### src/hw/rtl/ded_pkg.sv
// types, constants and codes shared by the digitizer event deframer
`timescale 1ns / 1ps

package ded_pkg;

    localparam int MAX_SAMPLES = 4096;
    localparam int PAIRS       = 8;
    localparam int CAPACITY    = PAIRS * MAX_SAMPLES;
    localparam int COUNT_W     = $clog2(CAPACITY + 1);

    localparam int WORD_W      = 32;
    localparam int HALF_W      = 16;
    localparam int SPC_W       = 13;
    localparam int PAIR_W      = 3;
    localparam int INDEX_W     = 12;
    localparam int FLAG_W      = 2;
    localparam int HPOS_W      = 4;

    localparam logic [SPC_W-1:0]  SPC_RESET   = SPC_W'(2048);
    localparam logic [WORD_W-1:0] HEADER_WORD = '1;

    // input item kind (tuser)
    localparam logic KIND_WORD  = 1'b0;
    localparam logic KIND_FLUSH = 1'b1;

    // result item kind (tuser)
    localparam logic RESULT_PAIR    = 1'b0;
    localparam logic RESULT_SUMMARY = 1'b1;

    // event quality flag
    localparam logic [FLAG_W-1:0] FLAG_GOOD    = 2'd0;
    localparam logic [FLAG_W-1:0] FLAG_ZERO    = 2'd1;
    localparam logic [FLAG_W-1:0] FLAG_MISSING = 2'd2;

    // position within the event header
    localparam logic [HPOS_W-1:0] HP_IDLE      = 4'd0;
    localparam logic [HPOS_W-1:0] HP_TS_LOW    = 4'd1;
    localparam logic [HPOS_W-1:0] HP_TS_HIGH   = 4'd2;
    localparam logic [HPOS_W-1:0] HP_COUNTER   = 4'd3;
    localparam logic [HPOS_W-1:0] HP_EVENT_NUM = 4'd6;
    localparam logic [HPOS_W-1:0] HP_LAST      = 4'd7;
    localparam logic [HPOS_W-1:0] HP_DATA      = 4'd8;

    // result payload, last field in the lowest bits
    typedef struct packed {
        logic [6:0]          pad;
        logic [FLAG_W-1:0]   event_flag;
        logic [WORD_W-1:0]   internal_count;
        logic [WORD_W-1:0]   event_number;
        logic [2*WORD_W-1:0] timestamp;
        logic [HALF_W-1:0]   sample_odd;
        logic [HALF_W-1:0]   sample_even;
        logic [INDEX_W-1:0]  sample_index;
        logic [PAIR_W-1:0]   channel_pair;
    } result_data_t;

    localparam int RESULT_W = $bits(result_data_t);

endpackage

### src/hw/rtl/digitizer_event_deframer_unit.sv
// top level of the digitizer event deframer
`timescale 1ns / 1ps

// Deframes a 16-channel digitizer readout stream. Each input item is one 32-bit
// word (tuser low) or an end of stream flush (tuser high). An all-ones word is a
// header; the following header words give timestamp low/high, internal counter,
// two ignored words, event number and a filler, and every later word up to the
// capacity becomes a 16-bit sample pair with its channel pair and sample index. A new
// header after an event number, or a flush, yields an event summary with a
// quality flag (missing samples over zero sample seen). One item is accepted
// every clock: the decode is a single pass from the state registers into one
// result register, so a result appears in the cycle after its item and input
// stalls only while that register holds an untaken result.
module digitizer_event_deframer_unit
    import ded_pkg::*;
(
    input  logic                clk,
    input  logic                rst_n,
    input  logic                cfg_wr_en,
    input  logic [SPC_W-1:0]    cfg_wr_data,  // samples_per_channel
    input  logic                s_tvalid,
    output logic                s_tready,
    input  logic [WORD_W-1:0]   s_tdata,      // word
    input  logic                s_tuser,      // kind
    output logic                m_tvalid,
    input  logic                m_tready,
    output logic [RESULT_W-1:0] m_tdata,      // channel_pair, sample_index, sample_even,
                                              // sample_odd, timestamp, event_number,
                                              // internal_count, event_flag, zero pad
    output logic                m_tuser       // result_kind
);

    logic [SPC_W-1:0]    spc_reg;
    logic [HPOS_W-1:0]   header_position_reg, header_position_next;
    logic [COUNT_W-1:0]  data_word_count_reg, data_word_count_next;
    logic [WORD_W-1:0]   ts_low_reg, ts_low_next;
    logic [2*WORD_W-1:0] timestamp_reg, timestamp_next;
    logic [WORD_W-1:0]   internal_count_reg, internal_count_next;
    logic [WORD_W-1:0]   event_number_reg, event_number_next;
    logic                event_seen_reg, event_seen_next;
    logic                zero_seen_reg, zero_seen_next;

    logic                out_valid_reg, out_valid_next;
    logic                out_kind_reg, out_kind_next;
    result_data_t        out_data_reg, out_data_next;

    logic                accept;
    logic                has_result;
    logic [WORD_W-1:0]   count_wide;
    logic [WORD_W-1:0]   need_wide;
    logic [FLAG_W-1:0]   flag;
    logic [HALF_W-1:0]   even_half;
    logic [HALF_W-1:0]   odd_half;
    result_data_t        summary;
    result_data_t        pair;

    assign s_tready = !out_valid_reg || m_tready;
    assign accept   = s_tvalid && s_tready;
    assign m_tvalid = out_valid_reg;
    assign m_tuser  = out_kind_reg;
    assign m_tdata  = out_data_reg;

    assign count_wide = WORD_W'(data_word_count_reg);
    assign need_wide  = WORD_W'({spc_reg, 3'b000});
    assign even_half  = s_tdata[HALF_W-1:0];
    assign odd_half   = s_tdata[WORD_W-1:HALF_W];

    always_comb
    begin
        if (count_wide < need_wide)
        begin
            flag = FLAG_MISSING;
        end
        else if (zero_seen_reg)
        begin
            flag = FLAG_ZERO;
        end
        else
        begin
            flag = FLAG_GOOD;
        end
    end

    always_comb
    begin
        summary                = '0;
        summary.timestamp      = timestamp_reg;
        summary.event_number   = event_number_reg;
        summary.internal_count = internal_count_reg;
        summary.event_flag     = flag;

        pair              = '0;
        pair.channel_pair = count_wide[PAIR_W-1:0];
        pair.sample_index = count_wide[PAIR_W +: INDEX_W];
        pair.sample_even  = even_half;
        pair.sample_odd   = odd_half;
    end

    // state update and result selection for one item
    always_comb
    begin
        header_position_next = header_position_reg;
        data_word_count_next = data_word_count_reg;
        ts_low_next          = ts_low_reg;
        timestamp_next       = timestamp_reg;
        internal_count_next  = internal_count_reg;
        event_number_next    = event_number_reg;
        event_seen_next      = event_seen_reg;
        zero_seen_next       = zero_seen_reg;
        has_result           = 1'b0;
        out_kind_next        = out_kind_reg;
        out_data_next        = out_data_reg;

        if (accept)
        begin
            if (s_tuser == KIND_FLUSH)
            begin
                has_result           = 1'b1;
                out_kind_next        = RESULT_SUMMARY;
                out_data_next        = summary;
                header_position_next = HP_IDLE;
                data_word_count_next = '0;
                ts_low_next          = '0;
                timestamp_next       = '0;
                internal_count_next  = '0;
                event_number_next    = HEADER_WORD;
                event_seen_next      = 1'b0;
                zero_seen_next       = 1'b0;
            end
            else if (s_tdata == HEADER_WORD)
            begin
                if (event_seen_reg)
                begin
                    has_result           = 1'b1;
                    out_kind_next        = RESULT_SUMMARY;
                    out_data_next        = summary;
                    data_word_count_next = '0;
                    zero_seen_next       = 1'b0;
                    timestamp_next       = '0;
                end
                header_position_next = HP_TS_LOW;
            end
            else if (header_position_reg >= HP_TS_LOW && header_position_reg <= HP_LAST)
            begin
                case (header_position_reg)
                    HP_TS_LOW:    ts_low_next         = s_tdata;
                    HP_TS_HIGH:   timestamp_next      = {s_tdata, ts_low_reg};
                    HP_COUNTER:   internal_count_next = s_tdata;
                    HP_EVENT_NUM:
                    begin
                        event_number_next = s_tdata;
                        event_seen_next   = 1'b1;
                    end
                    default:      ;
                endcase
                header_position_next = header_position_reg + HPOS_W'(1);
            end
            else if (count_wide < WORD_W'(CAPACITY))
            begin
                has_result           = 1'b1;
                out_kind_next        = RESULT_PAIR;
                out_data_next        = pair;
                data_word_count_next = data_word_count_reg + COUNT_W'(1);
                if (even_half == '0 || odd_half == '0)
                begin
                    zero_seen_next = 1'b1;
                end
            end
        end
    end

    always_comb
    begin
        out_valid_next = out_valid_reg;
        if (out_valid_reg && m_tready)
        begin
            out_valid_next = 1'b0;
        end
        if (has_result)
        begin
            out_valid_next = 1'b1;
        end
    end

    always_ff @(posedge clk or negedge rst_n)
    begin
        if (!rst_n)
        begin
            spc_reg             <= SPC_RESET;
            header_position_reg <= HP_IDLE;
            data_word_count_reg <= '0;
            ts_low_reg          <= '0;
            timestamp_reg       <= '0;
            internal_count_reg  <= '0;
            event_number_reg    <= HEADER_WORD;
            event_seen_reg      <= 1'b0;
            zero_seen_reg       <= 1'b0;
            out_valid_reg       <= 1'b0;
        end
        else
        begin
            if (cfg_wr_en)
            begin
                spc_reg <= cfg_wr_data;
            end
            header_position_reg <= header_position_next;
            data_word_count_reg <= data_word_count_next;
            ts_low_reg          <= ts_low_next;
            timestamp_reg       <= timestamp_next;
            internal_count_reg  <= internal_count_next;
            event_number_reg    <= event_number_next;
            event_seen_reg      <= event_seen_next;
            zero_seen_reg       <= zero_seen_next;
            out_valid_reg       <= out_valid_next;
        end
    end

    // result payload
    always_ff @(posedge clk)
    begin
        out_kind_reg <= out_kind_next;
        out_data_reg <= out_data_next;
    end

`ifndef NO_ASSERTIONS
    a_hpos_range: assert property (@(posedge clk) disable iff (!rst_n)
        header_position_reg <= HP_DATA)
        else $error("header position out of range");

    a_count_cap: assert property (@(posedge clk) disable iff (!rst_n)
        count_wide <= WORD_W'(CAPACITY))
        else $error("data word count past capacity");

    a_flush_clears: assert property (@(posedge clk) disable iff (!rst_n)
        (accept && s_tuser == KIND_FLUSH) |=>
            (header_position_reg == HP_IDLE && !event_seen_reg && !zero_seen_reg
             && data_word_count_reg == '0 && event_number_reg == HEADER_WORD))
        else $error("flush did not clear the stream state");

    a_pair_clean: assert property (@(posedge clk) disable iff (!rst_n)
        (m_tvalid && m_tuser == RESULT_PAIR) |->
            (out_data_reg.timestamp == '0 && out_data_reg.event_flag == FLAG_GOOD))
        else $error("sample pair carries summary fields");

    a_stall_blocks: assert property (@(posedge clk) disable iff (!rst_n)
        (out_valid_reg && !m_tready) |-> !s_tready)
        else $error("item taken while result register is blocked");
`endif

endmodule

### config.mk
export PLATFORM = sky130hd
export DESIGN_NAME = digitizer_event_deframer_unit
export DESIGN_NICKNAME = d
export VERILOG_FILES = /design/src/hw/rtl/ded_pkg.sv /design/src/hw/rtl/digitizer_event_deframer_unit.sv
export SDC_FILE = /design/constraint.sdc
export NUM_CORES = 1
export LEC_CHECK = 0
export BUFFER_PORTS_ARGS = -buffer_cell sky130_fd_sc_hd__buf_4
export CAP_MARGIN = 10
export CORE_UTILIZATION = 55
export CTS_BUF_LIST = sky130_fd_sc_hd__clkbuf_4 sky130_fd_sc_hd__clkbuf_8 sky130_fd_sc_hd__clkbuf_16
export DETAILED_ROUTE_END_ITERATION = 6
export PLACE_DENSITY = 0.79
export SKIP_LAST_GASP = 1
export SYNTH_ARGS = -nofsm -noshare
export SYNTH_HDL_FRONTEND = slang
export SYNTH_SLANG_ARGS = --single-unit
### constraint.sdc
create_clock -name clk -period 7.2 [get_ports clk]
set_clock_uncertainty 0.15 [all_clocks]
set_input_delay 0.36 -clock clk [delete_from_list [all_inputs] [get_ports clk]]
set_output_delay 0.36 -clock clk [all_outputs]
set_load 0.01 [all_outputs]
==> results of run 1 <==
## logic make-up after synthesis
logic type                 after synthesis  share of synthesized area
and+or+nand+nor                        379                      0.127
DFF                                    374                      0.663
AOI/OAI and AO/OA                      194                     0.0817
buffers and inverters                  130                     0.0360
muxes                                  106                     0.0779
adders and majority gates               17                     0.0137
other                                    1                   0.000242
xor gates and xnor gates                 1                   0.000564
## stage by stage
stage / setup slack [ns] / cell area (sq um) / power (mW) / util
5_1_grt: 2.91 / 19300 / 7.54 / 0.694
2_1_floorplan: 1.25 / 15500 / 4.44 / -
6_report: 3.01 / 19300 / 7.20 / 0.694
4_1_cts: 3.04 / 19300 / 7.23 / 0.694
3_5_place_dp: 3.08 / 17500 / 5.19 / 0.632
3_3_place_gp: 3.15 / 17500 / 5.10 / 0.632
## metal layers
| metal | vias to the layer above | GRT usage |
|---|---|---|
| met4 | 0 | 0.0854 |
| met2 | 433 | 0.420 |
| met1 | 5229 | 0.371 |
| met3 | 71 | 0.0560 |
| met5 | - | 0 |
| li1 | 4738 | - |
## cell usage after synthesis, drive strengths merged, types with 2 or more instances
cell type,n,area share
edfxtp,178,0.34
inv,54,0.013
o211ai,3,0.0015
o21ai,51,0.016
or3,3,0.0012
or4,4,0.0024
a21o,2,0.00097
mux2i,72,0.046
buf,25,0.011
dfrtp,163,0.26
ha,17,0.014
a21oi,46,0.015
o31a,2,0.0011
nor4,11,0.0064
a211oi,3,0.0015
o21a,2,0.00097
nand2b,8,0.0032
a22o,32,0.018
dfstp,33,0.056
and2,145,0.058
a2111oi,2,0.0023
and3,2,0.00081
a311oi,4,0.0023
a41oi,2,0.0016
o22ai,32,0.013
nor3,3,0.00097
mux2,34,0.031
clkbuf,51,0.012
nand4,13,0.0056
nor2,76,0.018
nand2,97,0.023
nand3,13,0.0042
a31oi,4,0.0016
o31ai,3,0.0023
## final cells by class
| cell class | count | area (sq um) |
|---|---|---|
| fillers | 1987 | 8500 |
| clock buffers | 56 | 1140 |
| clock inverters | 14 | 145 |
| multi-input cells | 704 | 4740 |
| well taps | 378 | 473 |
| inverters | 54 | 210 |
| repair buffers | 288 | 2280 |
| flip-flops and latches | 374 | 10300 |
## where the power goes
group          total (mW)  leakage, nW  switching, mW  internal [mW]
Combinational        1.75         3.39          0.937          0.814
Clock                2.01        0.645          0.803           1.21
Sequential           3.44         4.22          0.356           3.08
## worst paths after layout
kind                                        startpoint                endpoint  slack [ns]  cells after the start
worst max-delay path                       s_tdata[23]            m_tdata[101]        3.01                      8
worst min-delay path                       s_tdata[25]          ts_low_reg[25]        0.01                      2
worst max register to register                m_tvalid            m_tdata[101]        3.22                      6
worst min register to register  internal_count_reg[13]  internal_count_reg[13]        0.35                      2
max in group asynchronous                        rst_n       timestamp_reg[12]        4.81                      3
min in group asynchronous                        rst_n       timestamp_reg[18]        0.36                      2
## worst max-delay path, cell delays in order
cell,delay (ns)
sky130_fd_sc_hd__dlygate4sd3_1,0.54
sky130_fd_sc_hd__buf_4,0.17
sky130_fd_sc_hd__nand4_1,0.28
sky130_fd_sc_hd__or4_4,0.63
sky130_fd_sc_hd__o31ai_4,0.52
sky130_fd_sc_hd__nor2_1,0.24
sky130_fd_sc_hd__inv_8,0.59
sky130_fd_sc_hd__buf_4,0.77
==> results.json, run 1 <==
{
  "outcome": "finished clean",
  "crit_required_ns": 7.20,
  "flip_flop_cell_with_the_highest_count_after_synthesis": "sky130_fd_sc_hd__edfxtp_1",
  "max_reg_flops": 177,
  "seq_area_frac_synth": 0.663,
  "antenna_violating_nets_post_route": 0,
  "maxClockFrequency_ghz": 0.238,
  "die_w_um": 170,
  "async_flop_share": 0.524,
  "critPathCaptureType": "register",
  "timing.critical_path.from_type": "primary input",
  "detail_route.drc_violations": 0,
  "dieArea_sq_um": 28900,
  "die_y_um": 170,
  "start_util": 0.559,
  "finalHoldViolCount": 0,
  "number_of_global_route_vias_before_repair": 10408,
  "placer_s_final_routability_congestion_estimate": 0.816,
  "vdd_ir_drop_max_mv": 0.271,
  "via_count": 10471,
  "leakage_nw": 8.25,
  "port-buffer-count": 230,
  "syn_area_per_cell_sq_um": 12.9,
  "placedCellCount": 1753,
  "synth-edff-count": 178,
  "post-route-period-util": 0.582,
  "netlist_area_before_placement_sq_um": 15500,
  "clock_sinks": 374,
  "totalWireLength_um": 37900,
  "power_density_nw_per_um2": 374,
  "cap_violations": 0,
  "htree_num_levels": 2,
  "cts-buffers-inserted": 39,
  "finalSetupViolCount": 0,
  "cts_hold_repair.buffers": 45,
  "fin_nets": 1529,
  "synth_warnings": 0,
  "grt_pass1_wl_um": 58900,
  "leading_cell_type_in_the_layout_fill_and_taps_excluded": "sky130_fd_sc_hd__buf_4",
  "worst_slew_pin_slew_ns": 1.03,
  "io_pins": 238,
  "final.setup.tns_ns": 0,
  "crit_arrival_ns": 4.19,
  "drt-wirelength-per-cell_um": 20.3,
  "holdCritPathClass": "primary input to register",
  "maxSlewHeadroom": 0.311,
  "final_cells": 1868,
  "highest-signal-layer": "met4",
  "grtUsageTotal": 0.266,
  "postCtsSetupRepairBufs": 0,
  "grt_setup_unrepaired": "false",
  "clkLatencyLatePin_ns": 0.52,
  "grt_start_max_net_pins": 122,
  "tritoncts_clock_tree": "built",
  "final_max_slew_viol_count": 0,
  "setup.worst_path.class": "primary input to register",
  "drive_gt1_frac": 0.262,
  "grt-ovfl-total": 0,
  "ys_seq_elements": 374,
  "core.rowCount": 61,
  "cts.clk_slew.worst_paths_ns": 0.06,
  "detailroute.wirelength.met3_um": 2690,
  "critical_path.max_fanout": 121,
  "met1_length_um": 16100,
  "drt-pass1-iter-count": 5,
  "synthCells": 1202,
  "antenna_found_initial": 0,
  "post_cts.resized_instances": 0,
  "ctsLongestPathBuffers": 3,
  "drtIter0Drc": 839,
  "floorplan.core_area_sq_um": 27800,
  "distinct_cell_type_count_after_synthesis": 57,
  "flow.area_growth_from_synthesis_pct": 24.2,
  "layout.cells.most_common_list": "242 x sky130_fd_sc_hd__buf_4, 178 x sky130_fd_sc_hd__edfxtp_1, 163 x sky130_fd_sc_hd__dfrtp_1",
  "period_minus_slack_ns": 4.19,
  "wl_met2_um": 18100,
  "dpl.hpwl_um": 22800,
  "cts-root-buf": "sky130_fd_sc_hd__clkbuf_16",
  "fin_worst_hold_slack_ns": 0.0109,
  "num_antenna_cells": 0,
  "viasPerCell": 5.61
}
Power figures use the tool's default switching activity.
==> run 2, diff against run 1 <==
CORE_UTILIZATION = 51   (was 55)
PLACE_DENSITY = 0.77   (was 0.79)
clock period = 3.85 ns   (was 7.2 ns; I/O delays follow)
==> run 2 against run 1 <==
Clock power grew 84%. Global-route usage shrank 1.7 points. Final area grew 2.5%. Critical path depth is the same. Flip-flop and latch count is the same. Sequential power grew 87%. Hold slack gained 0.065 ns. Die area grew 7.7%. Worst setup slack lost 2.3 ns. Via count grew 1.5%. Combinational power grew 94%. Total power grew 88%.
==> results.json, run 2 (synthesis gave the netlist of run 1 again) <==
{
  "leakage_nw": 8.45,
  "maxSlewHeadroom": 0.273,
  "layout.cells.most_common_list": "248 x sky130_fd_sc_hd__buf_4, 178 x sky130_fd_sc_hd__edfxtp_1, 163 x sky130_fd_sc_hd__dfrtp_1",
  "port-buffer-count": 230,
  "timing.critical_path.slowest_stage_cell": "sky130_fd_sc_hd__nor4_4",
  "dpl.hpwl_um": 24000,
  "grt_pass1_wl_um": 59800,
  "worst_slew_pin_slew_ns": 1.09,
  "max_reg_flops": 177,
  "crit_arrival_ns": 3.19,
  "drtIter0Drc": 751,
  "grtUsageTotal": 0.249,
  "die_w_um": 176,
  "cts.clk_slew.worst_paths_ns": 0.06,
  "drt-wirelength-per-cell_um": 19.9,
  "critical_path.max_stage_delay_ns": 0.77,
  "postPlaceCellArea_sq_um": 17800,
  "post-route-period-util": 0.804,
  "fin_nets": 1569,
  "drt-pass1-iter-count": 6,
  "totalWireLength_um": 38300,
  "cts-root-buf": "sky130_fd_sc_hd__clkbuf_16",
  "htree_num_levels": 2,
  "finalSetupViolCount": 0,
  "antenna_violating_nets_post_route": 0,
  "viasPerCell": 5.53,
  "via_count": 10632,
  "num_antenna_cells": 0,
  "period_minus_slack_ns": 3.10,
  "final_max_slew_viol_count": 0,
  "design_area_sq_um": 19800,
  "drive_gt1_frac": 0.269,
  "outcome": "finished clean",
  "cts-buffers-inserted": 39,
  "grt_setup_unrepaired": "false",
  "io_pins": 238,
  "core.rowCount": 63,
  "holdCritPathClass": "primary input to register",
  "critPathCaptureType": "register",
  "die_y_um": 176,
  "clkLatencyLatePin_ns": 0.53,
  "finalHoldViolCount": 0,
  "final_core_utilization": 0.663,
  "clock_sinks": 374,
  "postCtsSetupRepairBufs": 0,
  "crit_chain": "dlygate4sd3_1, buf_4, nand4_1, nor4_4, a211oi_2, nor2_2, clkinvlp_4, buf_12",
  "tritoncts_clock_tree": "built",
  "power_density_nw_per_um2": 684,
  "cts_hold_repair.buffers": 72,
  "dieArea_sq_um": 31100,
  "crit_required_ns": 3.95,
  "timing.critical_path.from_type": "primary input",
  "ctsLongestPathBuffers": 3,
  "number_of_global_route_vias_before_repair": 10586,
  "floorplan.core_area_sq_um": 29800,
  "grt_start_max_net_pins": 106,
  "post_cts.resized_instances": 0,
  "cap_violations": 0,
  "leading_cell_type_in_the_layout_fill_and_taps_excluded": "sky130_fd_sc_hd__buf_4",
  "critical_path.max_fanout": 44,
  "placer_s_final_routability_congestion_estimate": 0.790,
  "detail_route.drc_violations": 0,
  "vdd_ir_drop_max_mv": 0.356,
  "start_util": 0.521,
  "grt-ovfl-total": 0,
  "setup.worst_path.class": "primary input to register",
  "maxClockFrequency_ghz": 0.323,
  "flow.area_growth_from_synthesis_pct": 27.3,
  "antenna_found_initial": 0
}
-- run 2: cell count changes in the layout (fill, tap and decap cells not counted), moves of 2 or more --
cell,delta
sky130_fd_sc_hd__buf_4,+6
sky130_fd_sc_hd__clkbuf_4,-2
sky130_fd_sc_hd__bufinv_16,-2
sky130_fd_sc_hd__clkinv_2,+6
sky130_fd_sc_hd__buf_12,+7
sky130_fd_sc_hd__clkbuf_16,+2
sky130_fd_sc_hd__dlygate4sd3_1,+27
sky130_fd_sc_hd__clkbuf_8,-2
-- run 2: final cells by class --
type,instances,area [sq um]
clock inverters,18,128
fillers,2190,10000
flip-flops and latches,374,10300
repair buffers,328,2740
clock buffers,54,1150
well taps,390,488
multi-input cells,704,4770
inverters,54,206
-- run 2: layer usage --
layer,GRT usage,vias to the layer above,routed length [um]
met5,0,-,0
met4,0.0618,0,694
met3,0.0411,59,2410
met2,0.398,412,18400
met1,0.357,5351,16800
li1,-,4810,-
-- run 2: power breakdown --
part           total (mW)  switching [mW]  internal, mW
combinational        3.40            1.76          1.64
clock                3.70            1.53          2.17
sequential           6.42           0.664          5.75
-- run 2: final timing paths --
check	start	endpoint	slack (ns)	depth (start not counted)
hold / removal	s_tvalid	event_seen_reg	0.08	3
hold reg to reg	ts_low_reg[12]	ts_low_reg[12]	0.35	1
min in group asynchronous	rst_n	timestamp_reg[27]	0.19	2
setup reg to reg	m_tvalid	event_number_reg[2]	1.08	6
max in group asynchronous	rst_n	event_number_reg[23]	2.41	3
setup / recovery	s_tdata[31]	m_tdata[35]	0.75	8
-- run 2: worst max-delay path, delay by kind of cell --
kind | cells | cell delay, ns
buffers and inverters | 4 | 1.53
AO/OA/AOI/OAI | 1 | 0.19
AND/OR/NAND/NOR | 3 | 1.22
-- run 2: stage by stage --
step	cells	hold WS [ns]	setup slack (ns)	power (mW)	TNS, ns
after floorplan	1208	-0.253	-0.722	8.30	-113.33
after global placement	1778	0.226	0.889	9.66	0
after detailed placement	1778	0.235	0.821	9.81	0
after CTS	1922	0.0463	0.811	13.6	0
after global routing	1922	0.0839	0.629	14.2	0
final	1922	0.0760	0.755	13.5	0
==> run 3, diff against run 2 <==
ABC_AREA = 1   (was unset)
CORE_UTILIZATION = 55   (was 51)
PLACE_DENSITY = 0.79   (was 0.77)
clock period = 2.85 ns   (was 3.85 ns; I/O delays follow)
==> run 3 against run 2 <==
Total power rose by 16%. Combinational power fell by 5%. Core utilization rose by 4.9 points. Critical endpoint is now m_tdata[98]. Final area fell by 2.1%. Die area fell by 8.3%. Cell count rose by 14%. Via count rose by 7.2%. Area after synthesis fell by 1.2%. First-iteration DRC count rose by 37%.
==> results.json, run 3 <==
{
  "num_antenna_cells": 0,
  "met1_length_um": 15400,
  "async_flop_share": 0.524,
  "dpl.hpwl_um": 23600,
  "synth_top_family_by_area": "simple AND/OR/NAND/NOR gates",
  "design_power_total_mw": 15.7,
  "fin_nets": 1867,
  "crit_required_ns": 2.89,
  "final.setup.worst_slack_ns": 0.443,
  "antenna_violating_nets_post_route": 0,
  "synth_simple_gate_area_frac": 0.164,
  "floorplan.core_area_sq_um": 27200,
  "max_reg_flops": 177,
  "synth_top_area_frac": 0.349,
  "drt-pass1-iter-count": 6,
  "rr_worst_depth": 9,
  "grt_pass1_wl_um": 58700,
  "final_max_slew_viol_count": 0,
  "totalWireLength_um": 37100,
  "antenna_found_initial": 0,
  "finalSetupViolCount": 0,
  "grt-ovfl-total": 0,
  "cts-root-buf": "sky130_fd_sc_hd__clkbuf_16",
  "drtIter0Drc": 1030,
  "start_util": 0.564,
  "outcome": "finished clean",
  "port-buffer-count": 230,
  "maxClockFrequency_ghz": 0.415,
  "tritoncts_clock_tree": "built",
  "detail_route.drc_violations": 0,
  "internal_power_mw": 11.2,
  "netlist_top_cells_count": "349 x sky130_fd_sc_hd__nand2_1, 223 x sky130_fd_sc_hd__nor2_1, 195 x sky130_fd_sc_hd__inv_1, 178 x sky130_fd_sc_hd__edfxtp_1, 163 x sky130_fd_sc_hd__dfrtp_1",
  "drive_gt1_frac": 0.204,
  "flow.area_growth_from_synthesis_pct": 26.1,
  "post-route-period-util": 0.845,
  "critical_path.max_fanout": 47,
  "finalHoldViolCount": 0,
  "ys_seq_elements": 374,
  "clock_sinks": 374,
  "die_w_um": 169,
  "compound_gate_fraction_of_synth_area": 0.0692,
  "ctsLongestPathBuffers": 3,
  "synth_fa_ha_area_frac": 0.0139,
  "wl_met2_um": 18200,
  "synth_warnings": 0,
  "syn_area_per_cell_sq_um": 10.2,
  "clkLatencyLatePin_ns": 0.52,
  "synth_xor_area_frac": 0.00228,
  "yosysTopAreaCell": "sky130_fd_sc_hd__edfxtp_1",
  "power_density_nw_per_um2": 811,
  "power_switching_share": 0.285,
  "critPathCaptureType": "register",
  "clock_power_share": 0.305,
  "flip_flop_cell_with_the_highest_count_after_synthesis": "sky130_fd_sc_hd__edfxtp_1",
  "number_of_global_route_vias_before_repair": 11086,
  "timing.critical_path.from_type": "register",
  "holdCritPathClass": "primary input to asynchronous set/reset pin",
  "via_count": 11396,
  "seq_area_frac_synth": 0.671,
  "worst_slew_pin_slew_ns": 0.780,
  "distinct_cell_type_count_after_synthesis": 36,
  "htree_num_levels": 2,
  "io_pins": 238,
  "maxSlewHeadroom": 0.479,
  "rr_endpoint": "m_tdata[98]",
  "timing.reg2reg.setup_slack_ns": 0.44,
  "pwr-share-seq": 0.488,
  "post_cts.resized_instances": 0,
  "vdd_ir_drop_max_mv": 0.492,
  "grtUsageTotal": 0.264,
  "count_of_filler_cells_inserted_in_the_layout": 1902,
  "grt_start_max_net_pins": 76,
  "cts.clk_slew.worst_paths_ns": 0.06,
  "detailroute.wirelength.met3_um": 2340,
  "timing.rr.start": "header_position_reg[1]",
  "multiplexer_fraction_of_the_synthesized_cell_area": 0.000734,
  "synth-edff-count": 178,
  "grt_setup_unrepaired": "false",
  "drt-wirelength-per-cell_um": 16.9,
  "synthCells": 1506,
  "placer_s_final_routability_congestion_estimate": 0.857,
  "leading_cell_type_in_the_layout_fill_and_taps_excluded": "sky130_fd_sc_hd__nand2_1",
  "core.rowCount": 60,
  "synth_most_common_cell": "sky130_fd_sc_hd__nand2_1",
  "setup.worst_path.class": "register to register",
  "cts-buffers-inserted": 37,
  "netlist_area_before_placement_sq_um": 15300,
  "leakage_nw": 8.75,
  "dieArea_sq_um": 28600,
  "period_minus_slack_ns": 2.41,
  "cap_violations": 0,
  "power_switching_mw": 4.47,
  "die_y_um": 169,
  "power_frac_comb": 0.207,
  "viasPerCell": 5.18,
  "highest-signal-layer": "met4",
  "layout.cells.most_common_list": "347 x sky130_fd_sc_hd__nand2_1, 238 x sky130_fd_sc_hd__buf_4, 223 x sky130_fd_sc_hd__nor2_1",
  "setup_ws_pre_cts_ns": 0.468,
  "synth.area.top_cells": "sky130_fd_sc_hd__edfxtp_1 35%, sky130_fd_sc_hd__dfrtp_1 27%, sky130_fd_sc_hd__nand2_1 8.5%, sky130_fd_sc_hd__dfstp_2 5.7%, sky130_fd_sc_hd__nor2_1 5.5%",
  "crit_arrival_ns": 2.45
}
-- run 3: logic make-up after synthesis --
| logic type | Yosys count |
|---|---|
| simple gates | 629 |
| other cells | 1 |
| buf+inv | 273 |
| flops | 374 |
| xor+xnor | 4 |
| fa+ha+maj | 17 |
| mux | 1 |
| compound gates | 207 |
-- run 3: layer usage --
| metal | GRT usage | up-vias |
|---|---|---|
| met1 | 0.348 | 5531 |
| li1 | - | 5377 |
| met5 | 0 | - |
| met3 | 0.0477 | 75 |
| met4 | 0.0952 | 0 |
| met2 | 0.441 | 413 |
-- run 3: power groups by stage --
stage / registers [mW] / logic (mW) / clock network (mW)
5_1_grt: 7.78 / 3.58 / 5.06
4_1_cts: 7.65 / 3.25 / 4.83
6_report: 7.66 / 3.24 / 4.79
3_3_place_gp: 7.71 / 3.03 / 0
2_1_floorplan: 7.93 / 1.48 / 0
3_5_place_dp: 7.74 / 3.12 / 0
-- run 3: stage by stage --
stage	hold WS [ns]	cells	area, sq um	TNS (ns)	utilization
after global placement	0.0354	2059	17400	0	0.640
after floorplan	-0.303	1512	15400	-277.41	-
after detailed placement	0.0421	2059	17400	0	0.640
after CTS	0.0611	2200	19300	0	0.712
after global routing	0.0771	2200	19300	0	0.712
final	0.0434	2200	19300	0	0.712
-- run 3: final cells by class --
type / instances / area (sq um) / share of cell area
Sequential cell: 374 / 10300 / 0.532
Multi-Input combinational cell: 865 / 3870 / 0.200
Timing Repair Buffer: 323 / 2750 / 0.142
Clock buffer: 59 / 1150 / 0.0592
Inverter: 198 / 752 / 0.0389
Tap cell: 372 / 465 / 0.0241
Clock inverter: 9 / 71.3 / 0.00369
-- run 3: critical path: stages (launching register included) --
cell and delay [ns]:
sky130_fd_sc_hd__dfrtp_1 0.41, sky130_fd_sc_hd__inv_1 0.08, sky130_fd_sc_hd__ha_1 0.19, sky130_fd_sc_hd__nand3b_1 0.17, sky130_fd_sc_hd__nand2_2 0.11, sky130_fd_sc_hd__inv_2 0.06, sky130_fd_sc_hd__o211ai_2 0.17, sky130_fd_sc_hd__nand2_2 0.10
sky130_fd_sc_hd__clkinvlp_4 0.28, sky130_fd_sc_hd__buf_12 0.31
-- run 3: worst max path at each step --
| stage | start | endpoint | slack (ns) | cells after the start |
|---|---|---|---|---|
| after floorplan | header_position_reg[1] | m_tdata[0] | -1.56 | 9 |
| after global placement | header_position_reg[0] | m_tdata[39] | 0.49 | 8 |
| after detailed placement | header_position_reg[1] | m_tdata[39] | 0.47 | 9 |
| after CTS | header_position_reg[1] | m_tdata[39] | 0.44 | 9 |
| after global routing | header_position_reg[1] | internal_count_reg[16] | 0.27 | 7 |
| final | header_position_reg[1] | m_tdata[98] | 0.44 | 9 |
-- run 3: what timing repair did --
item | in CTS | in global routing
hold buffers | 73 | 0
hold endpoints to repair | 345 | 0
setup buffers | 0 | 0
